<file path="config.mk">
export PLATFORM = sky130hd
export DESIGN_NAME = indexed_array_table
export DESIGN_NICKNAME = d
export VERILOG_FILES = /design/src/rtl/iat_pkg.sv /design/src/rtl/iat_ctrl.sv /design/src/rtl/iat_datapath.sv /design/src/rtl/indexed_array_table.sv
export SDC_FILE = /design/constraint.sdc
export NUM_CORES = 2
export LEC_CHECK = 0
export BUFFER_PORTS_ARGS = -buffer_cell sky130_fd_sc_hd__buf_2
export CAP_MARGIN = 20
export CORE_UTILIZATION = 53
export DETAILED_ROUTE_END_ITERATION = 10
export PLACE_DENSITY_LB_ADDON = 0.12
export SLEW_MARGIN = 20
export SYNTH_ARGS = -nofsm -noshare
export SYNTH_HDL_FRONTEND = slang
export SYNTH_SLANG_ARGS = --single-unit
</file>
<file path="constraint.sdc">
create_clock -name clk -period 9.86 [get_ports clk]
set_input_delay 0.986 -clock clk [delete_from_list [all_inputs] [get_ports clk]]
set_output_delay 0.986 -clock clk [all_outputs]
set_load 0.1 [all_outputs]
</file>
<file path="src/rtl/iat_pkg.sv">
// Shared types, operation codes and defaults for the indexed array table.
package iat_pkg;

  localparam int DEPTH_DEF      = 16;
  localparam int DATA_WIDTH_DEF = 32;

  localparam logic [3:0] OP_GET       = 4'd0;
  localparam logic [3:0] OP_SET       = 4'd1;
  localparam logic [3:0] OP_INSERT    = 4'd2;
  localparam logic [3:0] OP_APPEND    = 4'd3;
  localparam logic [3:0] OP_DELETE    = 4'd4;
  localparam logic [3:0] OP_FIND      = 4'd5;
  localparam logic [3:0] OP_SORT_ASC  = 4'd6;
  localparam logic [3:0] OP_SORT_DESC = 4'd7;
  localparam logic [3:0] OP_CLEAR     = 4'd8;

  typedef struct packed {
    logic [3:0]         op;
    logic [4:0]         position;
    logic signed [31:0] item_value;
  } iat_req_t;

  typedef struct packed {
    logic               ok;
    logic signed [31:0] read_value;
    logic [3:0]         found_position;
    logic [4:0]         entry_count;
    logic               is_empty;
    logic               is_full;
  } iat_rsp_t;

  typedef struct packed {
    logic accept;
    logic step;
    logic load;
  } iat_cmd_t;

  typedef struct packed {
    logic long_op;
    logic walk_done;
  } iat_status_t;

endpackage

</file>
<file path="src/rtl/iat_ctrl.sv">
// Controller: handshake, walk sequencing for find and sort, result slot.
module iat_ctrl import iat_pkg::*; (
  input  logic        clk,
  input  logic        rst_n,
  input  logic        in_valid,
  output logic        in_ready,
  output logic        out_valid,
  input  logic        out_ready,
  input  iat_status_t status,
  output iat_cmd_t    cmd
);

  localparam logic S_IDLE = 1'b0;
  localparam logic S_WALK = 1'b1;

  logic state_r, state_nxt;
  logic out_valid_r, out_valid_nxt;
  logic slot_free;

  assign slot_free  = !out_valid_r || out_ready;
  assign in_ready   = (state_r == S_IDLE) && slot_free;
  assign cmd.accept = in_valid && in_ready;
  assign cmd.step   = (state_r == S_WALK);
  assign cmd.load   = (cmd.accept && !status.long_op) || (cmd.step && status.walk_done);
  assign out_valid  = out_valid_r;

  always_comb begin
    state_nxt = state_r;
    case (state_r)
      S_IDLE: begin
        if (cmd.accept && status.long_op) state_nxt = S_WALK;
      end
      S_WALK: begin
        if (status.walk_done) state_nxt = S_IDLE;
      end
      default: state_nxt = S_IDLE;
    endcase
  end

  always_comb begin
    if (cmd.load) begin
      out_valid_nxt = 1'b1;
    end else if (out_ready) begin
      out_valid_nxt = 1'b0;
    end else begin
      out_valid_nxt = out_valid_r;
    end
  end

  always_ff @(posedge clk) begin
    if (!rst_n) begin
      state_r     <= S_IDLE;
      out_valid_r <= 1'b0;
    end else begin
      state_r     <= state_nxt;
      out_valid_r <= out_valid_nxt;
    end
  end

endmodule

</file>
<file path="src/rtl/iat_datapath.sv">
// Datapath: entry cells, used count, find scan, odd-even sort, result register.
module iat_datapath import iat_pkg::*; #(
  parameter int DEPTH      = DEPTH_DEF,
  parameter int DATA_WIDTH = DATA_WIDTH_DEF
) (
  input  logic        clk,
  input  logic        rst_n,
  input  iat_req_t    in_data,
  input  iat_cmd_t    cmd,
  output iat_status_t status,
  output iat_rsp_t    out_data
);

  localparam int IDX_W = $clog2(DEPTH);
  localparam int CNT_W = $clog2(DEPTH + 1);
  localparam int CW    = (CNT_W > 5) ? CNT_W : 5;
  localparam int WX    = (DATA_WIDTH > 32) ? DATA_WIDTH : 32;
  localparam int FW    = (CNT_W > 4) ? CNT_W : 4;

  logic [DATA_WIDTH-1:0] cells_r [DEPTH];
  logic [DATA_WIDTH-1:0] cells_nxt [DEPTH];
  logic [DATA_WIDTH-1:0] sort_cells [DEPTH];
  logic [CNT_W-1:0]      cnt_r, cnt_nxt;
  logic [CNT_W-1:0]      walk_r, walk_nxt;
  logic                  find_r, desc_r;
  logic [DATA_WIDTH-1:0] word_r;
  iat_rsp_t              out_data_r, out_data_nxt;

  logic [WX-1:0]         word_wide, rd_wide;
  logic [DATA_WIDTH-1:0] word_in, rd_word;
  logic [CW-1:0]         pos_ext, cnt_ext, ins_p;
  logic [IDX_W-1:0]      pos_idx, ins_idx, scan_idx;
  logic                  pos_in_range, full, ok, miss, hit, sort_last;
  logic [FW-1:0]         fpos_wide;
  logic [CW-1:0]         cnt_out_wide;

  assign word_wide    = WX'(in_data.item_value);
  assign word_in      = word_wide[DATA_WIDTH-1:0];
  assign pos_ext      = CW'(in_data.position);
  assign cnt_ext      = CW'(cnt_r);
  assign pos_idx      = pos_ext[IDX_W-1:0];
  assign pos_in_range = pos_ext < cnt_ext;
  assign full         = (cnt_r == CNT_W'(DEPTH));
  assign ins_p        = (in_data.op == OP_APPEND) ? cnt_ext : pos_ext;
  assign ins_idx      = ins_p[IDX_W-1:0];

  assign scan_idx  = walk_r[IDX_W-1:0];
  assign miss      = walk_r >= cnt_r;
  assign hit       = !miss && (cells_r[scan_idx] == word_r);
  assign sort_last = ({1'b0, walk_r} + (CNT_W + 1)'(1)) >= {1'b0, cnt_r};

  assign status.long_op   = in_data.op inside {OP_FIND, OP_SORT_ASC, OP_SORT_DESC};
  assign status.walk_done = find_r ? (miss || hit) : sort_last;

  // one odd-even transposition phase over the used entries
  always_comb begin
    sort_cells = cells_r;
    for (int i = 0; i < DEPTH - 1; i++) begin
      if ((i % 2) == int'(walk_r[0]) && CW'(i + 1) < cnt_ext) begin
        if (desc_r ? ($signed(cells_r[i]) < $signed(cells_r[i+1]))
                   : ($signed(cells_r[i]) > $signed(cells_r[i+1]))) begin
          sort_cells[i]   = cells_r[i+1];
          sort_cells[i+1] = cells_r[i];
        end
      end
    end
  end

  always_comb begin
    cells_nxt = cells_r;
    cnt_nxt   = cnt_r;
    ok        = 1'b0;
    rd_word   = '0;
    if (cmd.accept) begin
      case (in_data.op)
        OP_GET: begin
          if (pos_in_range) begin
            rd_word = cells_r[pos_idx];
            ok      = 1'b1;
          end
        end
        OP_SET: begin
          if (pos_in_range) begin
            cells_nxt[pos_idx] = word_in;
            ok                 = 1'b1;
          end
        end
        OP_INSERT, OP_APPEND: begin
          if (ins_p <= cnt_ext && !full) begin
            for (int i = 1; i < DEPTH; i++) begin
              if (CW'(i) > ins_p && CW'(i) <= cnt_ext) cells_nxt[i] = cells_r[i-1];
            end
            cells_nxt[ins_idx] = word_in;
            cnt_nxt            = cnt_r + CNT_W'(1);
            ok                 = 1'b1;
          end
        end
        OP_DELETE: begin
          if (pos_in_range) begin
            rd_word = cells_r[pos_idx];
            for (int i = 0; i < DEPTH - 1; i++) begin
              if (CW'(i) >= pos_ext && CW'(i + 1) < cnt_ext) cells_nxt[i] = cells_r[i+1];
            end
            cnt_nxt = cnt_r - CNT_W'(1);
            ok      = 1'b1;
          end
        end
        OP_CLEAR: begin
          cnt_nxt = '0;
          ok      = 1'b1;
        end
        default: ok = 1'b0;
      endcase
    end else if (cmd.step) begin
      if (find_r) begin
        ok = hit;
      end else begin
        cells_nxt = sort_cells;
        ok        = 1'b1;
      end
    end
  end

  assign rd_wide      = WX'(rd_word);
  assign fpos_wide    = (cmd.step && find_r && hit) ? FW'(walk_r) : '0;
  assign cnt_out_wide = CW'(cnt_nxt);

  always_comb begin
    out_data_nxt                = out_data_r;
    out_data_nxt.ok             = ok;
    out_data_nxt.read_value     = rd_wide[31:0];
    out_data_nxt.found_position = fpos_wide[3:0];
    out_data_nxt.entry_count    = cnt_out_wide[4:0];
    out_data_nxt.is_empty       = (cnt_nxt == '0);
    out_data_nxt.is_full        = (cnt_nxt == CNT_W'(DEPTH));
  end

  always_comb begin
    walk_nxt = walk_r;
    if (cmd.accept) begin
      walk_nxt = '0;
    end else if (cmd.step) begin
      walk_nxt = walk_r + CNT_W'(1);
    end
  end

  always_ff @(posedge clk) begin
    if (!rst_n) begin
      cnt_r <= '0;
    end else begin
      cnt_r <= cnt_nxt;
    end
  end

  always_ff @(posedge clk) begin
    cells_r <= cells_nxt;
    walk_r  <= walk_nxt;
    if (cmd.accept) begin
      find_r <= (in_data.op == OP_FIND);
      desc_r <= (in_data.op == OP_SORT_DESC);
      word_r <= word_in;
    end
    if (cmd.load) out_data_r <= out_data_nxt;
  end

  assign out_data = out_data_r;

endmodule

</file>
<file path="src/rtl/indexed_array_table.sv">
// Top level of the indexed array table: bounded ordered list with shift insert/delete.
//
//  channel  direction  handshake              payload
//  in_      input      in_valid / in_ready    iat_req_t  (op, position, item_value)
//  out_     output     out_valid / out_ready  iat_rsp_t  (ok, read_value, found_position,
//                                                         entry_count, is_empty, is_full)
//
// Get, set, insert, append, delete and clear finish in the accept cycle; the result
// is registered and shows in the next cycle. Find scans one entry per cycle; sort
// runs one odd-even transposition phase per cycle. One request is in work at a
// time; in_ready also needs the result slot free or being taken. rst_n is
// synchronous and clears the count and control; entries are not cleared.
module indexed_array_table import iat_pkg::*; #(
  parameter int DEPTH      = DEPTH_DEF,
  parameter int DATA_WIDTH = DATA_WIDTH_DEF
) (
  input  logic     clk,
  input  logic     rst_n,
  input  logic     in_valid,
  output logic     in_ready,
  input  iat_req_t in_data,
  output logic     out_valid,
  input  logic     out_ready,
  output iat_rsp_t out_data
);

  iat_cmd_t    cmd;
  iat_status_t status;

  iat_ctrl u_ctrl (
    .clk       (clk),
    .rst_n     (rst_n),
    .in_valid  (in_valid),
    .in_ready  (in_ready),
    .out_valid (out_valid),
    .out_ready (out_ready),
    .status    (status),
    .cmd       (cmd)
  );

  iat_datapath #(
    .DEPTH      (DEPTH),
    .DATA_WIDTH (DATA_WIDTH)
  ) u_datapath (
    .clk      (clk),
    .rst_n    (rst_n),
    .in_data  (in_data),
    .cmd      (cmd),
    .status   (status),
    .out_data (out_data)
  );

  a_accept_slot_free: assert property (@(posedge clk) disable iff (!rst_n)
    (in_valid && in_ready) |-> (!out_valid || out_ready))
    else $error("request accepted while result slot is held");

  a_no_accept_in_walk: assert property (@(posedge clk) disable iff (!rst_n)
    cmd.step |-> !in_ready)
    else $error("input ready during find or sort");

  a_walk_no_result: assert property (@(posedge clk) disable iff (!rst_n)
    (cmd.step && !status.walk_done) |=> !out_valid)
    else $error("result shown before find or sort finished");

endmodule
</file>
==> impl_metrics.tcl <==
set metrics [dict create \
    status "finished clean" \
    maxCapViolations 0 \
    grt_pass1_wl_um 455000 \
    clk_path_buf_depth 3 \
    crit_end "u_datapath.out_data[34]" \
    routabilityCongestion 1.05 \
    worstPathRequired_ns 10.19 \
    final.setup.tns_ns 0 \
    p_total_mw 9.55 \
    tightestPinTransition_ns 1.30 \
    place_hpwl_um 225000 \
    clock_latency_ns 0.72 \
    hold_ws_ns 0.542 \
    grt.overflow.total 0 \
    setup-violations-final 0 \
    r2r-end "u_datapath.out_data[34]" \
    yosys_register_bits 602 \
    min_period_over_period_pct 60.9 \
    drtIter0Drc 11600 \
    r2r-start "u_datapath.walk_r[2]" \
    start_util_pct 53.5 \
    drive_gt1_share_pct 10.5 \
    worstPathArrival_ns 6.33 \
    yosysSeqAreaShare_pct 26.3 \
    dr.pass1.iters 8 \
    worst_ir_drop_vdd_v 0.000134 \
    multiInputGateArea_um2 45800 \
    synth_area_leaders "edfxtp_1, ha_1, mux4_2" \
    cts_tree "built" \
    viasPerCell 7.59 \
    synth_cell_types 87 \
    crit_start "u_datapath.walk_r[2]" \
    postRouteAntennaNets 0 \
    core-area_um2 128000 \
    synth_top_area_cell "edfxtp_1" \
    yosysTopAreaCellShare_pct 25.9 \
    grt_pass1_vias 64100 \
    p_per_area_nw_per_um2 132 \
    max_freq_ghz 0.167 \
    finalHoldViolCount 0 \
    hold_path.class "flop to flop" \
    cp_max_fo 43 \
    yosys_warnings 0 \
    clock-sinks 602 \
    post_cts_buffers 0 \
    critical_path_class "flop to flop" \
    clock_skew_ns 0.0403 \
    die_h_um 361 \
    syn_inst 7996 \
    synth_area_per_cell_um2 8.55 \
    seq_area_um2 18000 \
    max_slew_margin_pct 12.3 \
    ys.flop_type "edfxtp_1" \
    final_nets 8042 \
    antenna_found_initial 24 \
    port_buffers 90 \
    async_reset_ff_share_pct 0 \
    post_dp_cell_area_um2 69600 \
    vias 70000 \
    route.detailed.drc 0 \
    start_kind "flop" \
    synth-edff-count 590 \
    io_pins 91 \
    clk_pin_slew_worst_paths_ns 0.06 \
    routed_wl_um 315000 \
    h-tree-depth 3 \
    syn_nets 8546 \
    wl_per_cell_um 34.2 \
    worstSetupEndpointType "flop" \
    post_cts_resized 0 \
    fillCellCount 11400 \
    cts_made_buffers 84 \
    netlist_area_um2 68300 \
    ff2ff_setup_slack_ns 3.86 \
    dieWidth_um 361 \
    die_area_um2 130000 \
    syn_to_final_growth_pct 5.62 \
    rsz0062_at_grt "false" \
    slew_violations 0 \
    rows 131 \
    p_leak_nw 28.2 \
    hold_buffers 0 \
    grt_util_all_layers_pct 46.9 \
    grt_max_degree 177 \
    post-route-min-period_ns 6.00 \
    postLayoutCellArea_um2 72200 \
    reg2reg_depth 13 \
    cts-root-buf "clkbuf_16" \
]
-- cells in the final DEF (no fill, tap or decap), types with 24 or more instances in the layout --
master,synthesis,routed
a2111oi_0,39,38
a211oi_1,137,132
a21o_1,199,199
a21oi_1,673,668
a221o_1,126,126
a221oi_1,148,138
a22o_1,35,35
a22oi_1,117,117
a2bb2oi_1,34,34
a31oi_1,120,118
a32oi_1,36,36
buf_2,74,88
buf_4,15,167
clkbuf_16,0,85
edfxtp_1,590,590
ha_1,505,505
inv_1,509,508
mux2i_1,504,498
mux4_2,245,245
nand2_1,823,811
nand2b_1,25,24
nand3_1,66,65
nand4_1,120,120
nor2_1,512,499
nor2b_1,83,82
nor3_1,72,68
o2111ai_1,35,35
o211ai_1,209,209
o21a_1,42,42
o21ai_0,497,494
o21ai_1,74,68
o221a_2,33,33
o221ai_1,73,73
o22ai_1,60,59
o2bb2ai_1,35,35
o31ai_1,70,69
o32ai_1,70,64
xnor2_1,24,24
-- power breakdown --
part	internal, mW	switching (mW)
registers	3.11	0.524
logic	1.04	1.81
clock network	1.73	1.33
total	5.88	3.66
-- cell families (layout without fill, tap and decap cells) --
logic type / after synthesis / count (layout) / share of synthesized area [%]
AOI/OAI and AO/OA: 2908 / 2908 / 28.8
and+or+nand+nor: 1819 / 1819 / 11.7
buffers and inverters: 1366 / 923 / 7.85
muxes: 761 / 761 / 15.7
DFF: 602 / 602 / 26.3
adders and majority gates: 505 / 505 / 9.25
xor gates and xnor gates: 35 / 35 / 0.449
other: 0 / 9 / 0
-- cells in the mapped netlist, drive strengths merged (126+ instances only) --
master	instances
ha	505
a21o	199
mux4	245
nor2	514
o21ai	571
mux2i	509
clkbuf	705
inv	513
a21oi	674
a221o	126
o211ai	210
nand2	826
a211oi	138
buf	147
a221oi	149
edfxtp	590
-- critical path: stages, from the launching register on --
cell and delay, ns:
dfxtp_4 0.84, buf_4 0.61, buf_4 0.55, or2_2 0.43, o22ai_1 0.13, or2_2 0.33, a2111oi_0 0.41, a31oi_1 0.16
nor4_1 0.42, nand4_1 0.37, a21oi_1 0.28, nand2_1 0.13, o21ai_4 0.34, buf_4 0.51
-- registers in the layout (all words and copies together), names as in the netlist --
name                 cells
u_datapath.walk_r        5
u_datapath.out_data     44
u_datapath.find_r        1
u_datapath.cells_r     512
u_datapath.cnt_ext       5
u_ctrl.state_r           1
u_datapath.desc_r        1
u_ctrl.out_valid         1
u_datapath.word_r       32
-- worst min path at each step --
stage                          from  cells after the start              endpoint
4_1_cts        u_datapath.walk_r[4]                      2  u_datapath.walk_r[4]
3_3_place_gp   u_datapath.walk_r[4]                      2  u_datapath.walk_r[4]
5_1_grt        u_datapath.walk_r[4]                      2  u_datapath.walk_r[4]
6_report       u_datapath.walk_r[4]                      2  u_datapath.walk_r[4]
3_5_place_dp   u_datapath.walk_r[4]                      2  u_datapath.walk_r[4]
2_1_floorplan  u_datapath.walk_r[4]                      2  u_datapath.walk_r[4]
-- stage by stage --
step	setup slack [ns]	utilization, %	cells
2_1_floorplan	2.66	-	7996
3_3_place_gp	4.12	54.5	9068
3_5_place_dp	4.02	54.5	9068
4_1_cts	4.03	56.5	9215
5_1_grt	3.63	56.5	9217
6_report	3.86	56.5	9224
-- routing by layer --
layer  part of all wire (%)  GRT usage (%)  vias to the layer above
li1                       -              -                    29700
met1                     37           61.7                    33900
met5                  0.082          0.629                        -
met4                    6.1           25.2                       26
met3                     15           16.2                      923
met2                     41           67.1                     5504
-- final cells by class --
class                           instances  share of cell area (%)
Antenna cell                            9                  0.0312
Clock buffer                          107                    3.12
Clock inverter                         40                   0.454
Inverter                              514                    2.69
Multi-Input combinational cell       6028                    63.4
Sequential cell                       602                    24.9
Tap cell                             1662                    2.88
Timing Repair Buffer                  262                    2.52
Power figures use the tool's default switching activity.
